File: src/design/asac_pkg.sv
// Package: item kinds, character constants and armor/hex helpers for the AIS sentence core.
package asac_pkg;

	typedef enum logic [1:0] {
		KIND_START   = 2'd0,
		KIND_LITERAL = 2'd1,
		KIND_PAYLOAD = 2'd2,
		KIND_END     = 2'd3
	} kind_t;

	typedef enum logic [2:0] {
		PH_IDLE = 3'b001,
		PH_HIGH = 3'b010,
		PH_LOW  = 3'b100
	} phase_t;

	localparam logic [7:0] CHAR_ASTERISK = 8'h2A;
	localparam logic [7:0] CHAR_ZERO     = 8'h30;
	localparam logic [7:0] HEX_ALPHA_OFS = 8'h37;
	localparam logic [7:0] ARMOR_LOW_OFS = 8'd48;
	localparam logic [7:0] ARMOR_HIGH_OFS = 8'd56;
	localparam logic [5:0] ARMOR_SPLIT   = 6'd40;
	localparam logic [3:0] HEX_SPLIT     = 4'd10;

	function automatic logic [7:0] armor_six(input logic [5:0] six);
		logic [7:0] ext;
		ext = {2'b00, six};
		armor_six = (six < ARMOR_SPLIT) ? ext + ARMOR_LOW_OFS : ext + ARMOR_HIGH_OFS;
	endfunction

	function automatic logic [7:0] hex_digit(input logic [3:0] nib);
		logic [7:0] ext;
		ext = {4'b0000, nib};
		hex_digit = (nib < HEX_SPLIT) ? ext + CHAR_ZERO : ext + HEX_ALPHA_OFS;
	endfunction

endpackage

File: src/design/asac_item_if.sv
// Interface: input item channel carrying kind and value words.
interface asac_item_if
	import asac_pkg::*;
();
	logic       valid;
	logic       ready;
	kind_t      kind;
	logic [7:0] value;

	modport source (output valid, output kind, output value, input ready);
	modport sink   (input valid, input kind, input value, output ready);
endinterface

File: src/design/asac_char_if.sv
// Interface: output character channel carrying character and last words.
interface asac_char_if;
	logic       valid;
	logic       ready;
	logic [7:0] character;
	logic       last;

	modport source (output valid, output character, output last, input ready);
	modport sink   (input valid, input character, input last, output ready);
endinterface

File: src/design/ais_sentence_armor_checksum_core.sv
// Top level: AIS sentence character generator with six-bit armor and running XOR checksum.
//
// Takes one item word per cycle and emits one character word per cycle while the receiver
// is ready and no checksum digits are pending. Start, literal and payload items each give
// one character in the cycle after acceptance. An end item gives three characters ('*',
// then the checksum as two uppercase hex digits); the single output register emits the
// hex digits from the checksum register, so the item channel is held off until both digits
// are issued, and for longer while the character receiver stalls. The output register lets
// a new item be taken in the same cycle the pending character is taken.
module ais_sentence_armor_checksum_core
	import asac_pkg::*;
(
	input  logic        clk,
	input  logic        arst_n,
	asac_item_if.sink   items,
	asac_char_if.source chars
);

	logic [7:0] xor_q;
	logic       out_valid_q;
	logic [7:0] out_char_q;
	logic       out_last_q;
	phase_t     phase_q;

	logic       advance;
	logic       accept;
	logic [7:0] item_char;

	assign advance     = !out_valid_q || chars.ready;
	assign items.ready = advance && (phase_q == PH_IDLE);
	assign accept      = items.valid && items.ready;

	always_comb begin
		case (items.kind)
			KIND_PAYLOAD: item_char = armor_six(items.value[5:0]);
			KIND_END:     item_char = CHAR_ASTERISK;
			default:      item_char = items.value;
		endcase
	end

	always_ff @(posedge clk or negedge arst_n) begin
		if (!arst_n) begin
			xor_q       <= '0;
			out_valid_q <= 1'b0;
			phase_q     <= PH_IDLE;
		end else if (advance) begin
			case (phase_q)
				PH_HIGH: begin
					out_valid_q <= 1'b1;
					phase_q     <= PH_LOW;
				end
				PH_LOW: begin
					out_valid_q <= 1'b1;
					phase_q     <= PH_IDLE;
				end
				default: begin
					out_valid_q <= accept;
					if (accept) begin
						case (items.kind)
							KIND_START:   xor_q   <= '0;
							KIND_END:     phase_q <= PH_HIGH;
							default:      xor_q   <= xor_q ^ item_char;
						endcase
					end
				end
			endcase
		end
	end

	always_ff @(posedge clk) begin
		if (advance) begin
			case (phase_q)
				PH_HIGH: begin
					out_char_q <= hex_digit(xor_q[7:4]);
					out_last_q <= 1'b0;
				end
				PH_LOW: begin
					out_char_q <= hex_digit(xor_q[3:0]);
					out_last_q <= 1'b1;
				end
				default: begin
					out_char_q <= item_char;
					out_last_q <= (items.kind != KIND_END);
				end
			endcase
		end
	end

	assign chars.valid     = out_valid_q;
	assign chars.character = out_char_q;
	assign chars.last      = out_last_q;

	a_hold_off: assert property (@(posedge clk) disable iff (!arst_n)
		(phase_q != PH_IDLE) |-> !items.ready)
		else $error("item taken while checksum digits pending");

	a_end_star: assert property (@(posedge clk) disable iff (!arst_n)
		(accept && items.kind == KIND_END) |=>
			(chars.valid && chars.character == CHAR_ASTERISK && !chars.last))
		else $error("end item did not emit asterisk");

	a_more_follows: assert property (@(posedge clk) disable iff (!arst_n)
		(chars.valid && chars.ready && !chars.last) |=> chars.valid)
		else $error("gap inside end sequence");

	a_start_clear: assert property (@(posedge clk) disable iff (!arst_n)
		(accept && items.kind == KIND_START) |=> (xor_q == 8'h00))
		else $error("start item did not clear checksum");

endmodule

File: src/flat_wrapper.sv
// flat-port wrapper written by rule: the top's interface ports become plain ports
module ais_sentence_armor_checksum_core_flat import asac_pkg::*;
  (clk, arst_n, items_valid, items_kind, items_value, items_ready, chars_valid, chars_character, chars_last, chars_ready);
  asac_item_if items_i ();
  asac_char_if chars_i ();
  input  logic clk;
  input  logic arst_n;
  input wire logic [$bits(items_i.valid)-1:0] items_valid;
  input wire logic [$bits(items_i.kind)-1:0] items_kind;
  input wire logic [$bits(items_i.value)-1:0] items_value;
  output wire logic [$bits(items_i.ready)-1:0] items_ready;
  output wire logic [$bits(chars_i.valid)-1:0] chars_valid;
  output wire logic [$bits(chars_i.character)-1:0] chars_character;
  output wire logic [$bits(chars_i.last)-1:0] chars_last;
  input wire logic [$bits(chars_i.ready)-1:0] chars_ready;
  assign items_i.valid = items_valid;
  assign items_i.kind = items_kind;
  assign items_i.value = items_value;
  assign items_ready = items_i.ready;
  assign chars_valid = chars_i.valid;
  assign chars_character = chars_i.character;
  assign chars_last = chars_i.last;
  assign chars_i.ready = chars_ready;
  ais_sentence_armor_checksum_core u_core (.clk(clk), .arst_n(arst_n), .items(items_i), .chars(chars_i));
endmodule
File: config.mk
export PLATFORM = sky130hd
export DESIGN_NAME = ais_sentence_armor_checksum_core_flat
export DESIGN_NICKNAME = d
export VERILOG_FILES = /design/src/design/asac_pkg.sv /design/src/design/asac_item_if.sv /design/src/design/asac_char_if.sv /design/src/design/ais_sentence_armor_checksum_core.sv /design/src/flat_wrapper.sv
export SDC_FILE = /design/constraint.sdc
export NUM_CORES = 1
export LEC_CHECK = 0
export ABC_AREA = 1
export BUFFER_PORTS_ARGS = -buffer_cell sky130_fd_sc_hd__buf_4
export CAP_MARGIN = 30
export CORE_UTILIZATION = 54
export CTS_CLUSTER_SIZE = 30
export DETAILED_ROUTE_END_ITERATION = 7
export PLACE_DENSITY = 0.88
export SLEW_MARGIN = 20
export SYNTH_ARGS = -nofsm -noshare
export SYNTH_HDL_FRONTEND = slang
export SYNTH_SLANG_ARGS = --single-unit
File: constraint.sdc
create_clock -name clk -period 2.73 [get_ports clk]
set_input_delay 0.4095 -clock clk [delete_from_list [all_inputs] [get_ports clk]]
set_output_delay 0.4095 -clock clk [all_outputs]
set_load 0.005 [all_outputs]
==> results of run 1 <==
cell usage in the layout, fill, tap and decap left out, types with 5 or more instances in the layout:
| cell type | netlist | final |
|---|---|---|
| buf_4 | 0 | 24 |
| dfrtp_1 | 11 | 11 |
| edfxtp_1 | 9 | 9 |
| ha_1 | 7 | 7 |
| inv_1 | 26 | 26 |
| nand2_1 | 61 | 61 |
| nand3_1 | 13 | 13 |
| nor2_1 | 19 | 19 |
| o211ai_1 | 5 | 5 |
| o21ai_0 | 6 | 6 |
repair_timing:
action                    CTS  global route
hold endpoints to repair   11             0
hold buffers                1             0
setup buffers               0             0
worst max-delay path: stages, from the launching register on:
cell and delay, ns:
dfrtp_1 0.40, nand2_1 0.39, inv_1 0.09, nor2_1 0.12, buf_4 0.11
area by class of cell:
class                      count  area (um^2)  share of cell area
clock buffer                   4         26.3              0.0160
multi-input combinational    136          712               0.432
inverter                      29          109              0.0661
timing repair buffer          25          190               0.116
tap                           30         37.5              0.0228
sequential                    21          572               0.347
flip-flops by register name, indices dropped and copies added, names as in the netlist:
signal and cells:
u_core.xor_q 8, u_core.chars.valid 1, u_core.chars.character 8, u_core.phase_q 3, u_core.chars.last 1
stage by stage:
| step | instance area [um^2] | util |
|---|---|---|
| 2_1_floorplan | 1400 | - |
| 6_report | 1650 | 0.665 |
| 3_5_place_dp | 1610 | 0.650 |
| 4_1_cts | 1650 | 0.665 |
| 3_3_place_gp | 1610 | 0.650 |
| 5_1_grt | 1650 | 0.665 |
layer usage:
metal / part of all wire / vias to the layer above / global-route usage
li1: - / 660 / -
met1: 0.44 / 562 / 0.305
met2: 0.50 / 43 / 0.407
met3: 0.045 / 8 / 0.0230
met4: 0.020 / 0 / 0.0921
met5: 0 / - / 0
cell families (layout without fill, tap and decap cells):
kind of cell	Yosys count	in the layout	share of synthesized area
adder cells (fa/ha/maj)	7	7	0.0624
buffers and inverters	30	58	0.0856
AND/OR/NAND/NOR	108	108	0.353
flip-flops	21	21	0.407
AO/OA/AOI/OAI	20	20	0.0856
XOR/XNOR	1	1	0.00624
path summary, 6_finish.rpt:
| path | startpoint | end | slack [ns] | cells past startpoint |
|---|---|---|---|---|
| min | items_value[0] | u_core.xor_q[0]$_DFFE_PN0P_ | 0.42 | 4 |
| max | u_core.chars.valid$_DFFE_PN0P_ | items_ready | 0.90 | 4 |
| max in group asynchronous | arst_n | u_core.phase_q[0]$_DFFE_PN1P_ | 2.04 | 2 |
| min reg2reg | u_core.phase_q[0]$_DFFE_PN1P_ | u_core.phase_q[0]$_DFFE_PN1P_ | 0.54 | 2 |
| max reg2reg | u_core.chars.valid$_DFFE_PN0P_ | u_core.xor_q[6]$_DFFE_PN0P_ | 1.02 | 7 |
| min in group asynchronous | arst_n | u_core.xor_q[0]$_DFFE_PN0P_ | 0.43 | 2 |
power by group:
group	leakage, nW	switching (mW)	internal (mW)	total (mW)
combinational	0.651	0.0437	0.0401	0.0837
clock	0.0150	0.101	0.0572	0.159
sequential	0.223	0.00236	0.340	0.343
==> results.ini, run 1 <==
[synthesis]
synth_most_common_cell = nand2_1
yosys_warnings = 0
async_flop_share = 0.571
yosysTopAreaCellShare = 0.196
synth_edf_count = 9
ys_seq_elements = 21
yosysTopAreaCell = dfrtp_1
synth_common_cells = nand2_1, inv_1, nor2_1
avgSynthCellArea_um2 = 7.51
synth_area_leaders = dfrtp_1, edfxtp_1, nand2_1
netlist_area_um2 = 1400
netlist_instances = 187
ys.flop_type = dfrtp_1
yosysSeqAreaShare = 0.407
synth.distinct_cells = 24
synth_fp_nets = 208

[clock_network]
clk_pin_slew_ns = 0.13
root_buffer = clkbuf_4
clockBufferDepth = 2
htree_levels = 1
cts_tree = done
clock-sinks = 21
insertion_delay_ns = 0.32
cts_buffers = 3
post_cts_resized = 0

[timing]
hold_ws_ns = 0.423
rsz0062_at_grt = false
tightest_slew_ns = 0.549
maxSlewHeadroom = 0.630
fin_crit_sh = 0.670
period_needed_ns = 1.83
hold_viol_final = 0
maxSlewViolCount = 0
fin_ws_ns = 0.900
max_freq_mhz = 547
worst_clock_skew_ns = 0.0195
tns_ns = 0
final-setup-viol-count = 0

[power_and_ir_drop]
leakagePower_nw = 0.889
fin_total_pwr_uw = 585
peakVddDrop_v = 0.000225
p_per_area_nw_per_um2 = 355

[critical_path]
worstPathArrival_ns = 1.42
cp_max_fo = 14
end_kind = output port
crit_required_ns = 2.32
critPathKind = register to output port
crit_path_start_kind = register

[global_routing]
grt_pass1_vias = 1151
antenna_found_initial = 0
grt_pass1_wl_mm = 4.84
grt_max_degree = 15
grtUsageTotal = 0.238
overflow = 0

[layout]
synthToLayoutAreaGrowth_pct = 17.3
fin_cells = 245
diodes = 0
nNetsFinal = 237
fillCellCount = 226
drive_gt1_frac = 0.195

[detailed_routing]
dr.pass1.iters = 6
dr_total_vias = 1273
wl_per_cell_um = 11.7
drc = 2
drtIter0Drc = 55
drt-vias-per-instance = 5.20
antenna_left = 0
routed_wl_mm = 2.88

[floorplan]
ios = 25
die_w_um = 53.0
die_y_um = 53.0
num_rows = 18
core_area_um2 = 2480
fp.dieArea_um2 = 2810
initial_core_util = 0.567

[status]
status = complete, but fails checks
violations = DRC

[placement]
pre_cts_slack_ns = 0.912
dp.cells = 240
port_buffers = 24
dpl.hpwl_mm = 2.34
place_congestion = 0.914

[min_path]
hp-class = primary input to register

[job]
timing.max_cap.violations = 0

Power figures use the tool's default switching activity.
==> inputs of run 2 (changes only) <==
==> constraint.sdc (replaced) <==
create_clock -name clk -period 1.7 [get_ports clk]
set_input_delay 0.255 -clock clk [delete_from_list [all_inputs] [get_ports clk]]
set_output_delay 0.255 -clock clk [all_outputs]
set_load 0.005 [all_outputs]
==> results.ini, run 2 (synthesized netlist as in run 1, its figures left out) <==
[status]
status = complete, but fails checks  ; unchanged
violations = DRC  ; unchanged

[clock_network]
cts_tree = done  ; unchanged
clockBufferDepth = 2  ; unchanged
clk_pin_slew_ns = 0.12  ; was 0.13 ns
root_buffer = clkbuf_4  ; unchanged
clock-sinks = 21  ; unchanged
insertion_delay_ns = 0.32  ; about the same
cts_buffers = 3  ; unchanged
cts_setup_buffers = 0  ; unchanged
htree_levels = 1  ; unchanged

[critical_path]
crit_path_start = u_core.xor_q[0]$_DFFE_PN0P_  ; was u_core.chars.valid$_DFFE_PN0P_
crit_path_start_kind = register  ; unchanged
slowest_stage = dfrtp_1  ; unchanged
cp_top_family = compound AO/OA/AOI/OAI gates  ; was simple AND/OR/NAND/NOR gates
end_kind = register  ; was output port
r2r_start = u_core.xor_q[0]$_DFFE_PN0P_  ; was u_core.chars.valid$_DFFE_PN0P_
max_stage_delay_ns = 0.41  ; was 0.40 ns
critPathBufInv = 1  ; was 2
critPathKind = register to register  ; was register to output port
path_cells = inv_1, ha_1, a21oi_1, o21ai_0, o211ai_1, nand3_1  ; was nand2_1, inv_1, nor2_1, buf_4
crit_required_ns = 1.78  ; was 2.32 ns
cp_max_fo = 4  ; was 14
worstPathArrival_ns = 1.64  ; was 1.42 ns

[layout]
postLayoutCoreUtil = 0.668  ; was 0.665
drive_gt1_frac = 0.204  ; was 0.195
fin_area_um2 = 1660  ; was 1650 um^2
diodes = 0  ; unchanged
final_common_cell = nand2_1  ; unchanged
nNetsFinal = 238  ; was 237
layout_common_cells = nand2_1, inv_1, buf_4  ; unchanged
synthToLayoutAreaGrowth_pct = 17.9  ; was 17.3%

[job]
timing.max_cap.violations = 0  ; unchanged

[timing]
worst_clock_skew_ns = 0.00168  ; was 0.0195 ns
max_freq_mhz = 640
period_needed_ns = 1.56
hold_viol_final = 0  ; unchanged
tightest_slew_ns = 0.393  ; was 0.549 ns
maxSlewHeadroom = 0.736  ; was 0.630
fin_crit_sh = 0.919
maxSlewViolCount = 0  ; unchanged
rsz0062_at_grt = false  ; unchanged
final-setup-viol-count = 0  ; unchanged
tns_ns = 0  ; unchanged

[global_routing]
grtUsageTotal = 0.260  ; was 0.238
antenna_found_initial = 0  ; unchanged
grt_pass1_wl_mm = 5.06  ; was 4.84 mm
overflow = 0  ; unchanged
grt_max_degree = 14  ; was 15
grt_pass1_vias = 1173  ; was 1151

[placement]
placed_cell_area_um2 = 1620  ; was 1610 um^2
dpl.hpwl_mm = 2.45  ; was 2.34 mm
place_congestion = 0.928  ; was 0.914
port_buffers = 24  ; unchanged

[power_and_ir_drop]
peakVddDrop_v = 0.000370  ; was 0.000225 V
p_per_area_nw_per_um2 = 567  ; was 355 nW/um^2
fin_total_pwr_uw = 939  ; was 585 uW
leakagePower_nw = 0.896  ; was 0.889 nW

[detailed_routing]
routed_wl_mm = 3.14  ; was 2.88 mm
drtIter0Drc = 42  ; was 55
dr_total_vias = 1345  ; was 1273
dr.pass1.iters = 6  ; unchanged
wl_per_cell_um = 12.8  ; was 11.7 um
antenna_left = 0  ; unchanged
drt-vias-per-instance = 5.47  ; was 5.20
drc = 2  ; unchanged

[floorplan]
core_area_um2 = 2480  ; unchanged
fp.dieArea_um2 = 2810  ; unchanged
die_y_um = 53.0  ; unchanged
initial_core_util = 0.567  ; unchanged
ios = 25  ; unchanged
num_rows = 18  ; unchanged
die_w_um = 53.0  ; unchanged

[min_path]
hp-class = primary input to register  ; unchanged
min-delay-start = items_value[2]  ; was items_value[0]

run 2: metal layers:
layer  wire length (um)  global-route usage
met2               1570               0.447
met4                113               0.149
met1               1220               0.294
met5                  0                   0
met3                241              0.0546
run 2: final cells by class:
class / instances / area, um^2
Clock buffer: 3 / 22.5
Clock inverter: 1 / 5.00
Fill cell: 215 / 822
Inverter: 29 / 109
Multi-Input combinational cell: 136 / 712
Sequential cell: 21 / 572
Tap cell: 30 / 37.5
Timing Repair Buffer: 26 / 198
run 2: path summary, 6_finish.rpt:
path / end / slack [ns] / depth (start not counted)
max in group asynchronous: u_core.phase_q[0]$_DFFE_PN1P_ / 1.17 / 2
min in group asynchronous: u_core.xor_q[0]$_DFFE_PN0P_ / 0.30 / 2
setup / recovery: u_core.chars.character[2]$_DFFE_PP_ / 0.14 / 6
setup reg to reg: u_core.chars.character[2]$_DFFE_PP_ / 0.14 / 6
hold / removal: u_core.chars.character[2]$_DFFE_PP_ / 0.25 / 3
hold reg to reg: u_core.phase_q[0]$_DFFE_PN1P_ / 0.56 / 2
run 2: metrics by stage:
step / cells / hold slack, ns / setup slack (ns)
2_1_floorplan: 187 / -0.0406 / 0.233
6_report: 246 / 0.246 / 0.138
3_3_place_gp: 241 / 0.107 / 0.108
3_5_place_dp: 241 / 0.104 / 0.0742
4_1_cts: 246 / 0.251 / 0.0430
5_1_grt: 246 / 0.272 / 0.0458
run 2: timing repair:
item                       CTS  global route
gates resized for setup      0             1
hold buffers                 1             0
setup endpoints to repair    0             2
hold endpoints to repair    12             0
run 2: power by group:
part | switching (mW) | leakage [nW] | internal, mW | total (mW)
registers | 0.00430 | 0.223 | 0.547 | 0.551
clock network | 0.164 | 0.0177 | 0.0883 | 0.252
logic | 0.0710 | 0.655 | 0.0643 | 0.135
total | 0.239 | 0.896 | 0.699 | 0.939
run 2: worst min-delay path: stages:
cell     delay (ns)
buf_4          0.08
nand2_1        0.05
nand3_1        0.07
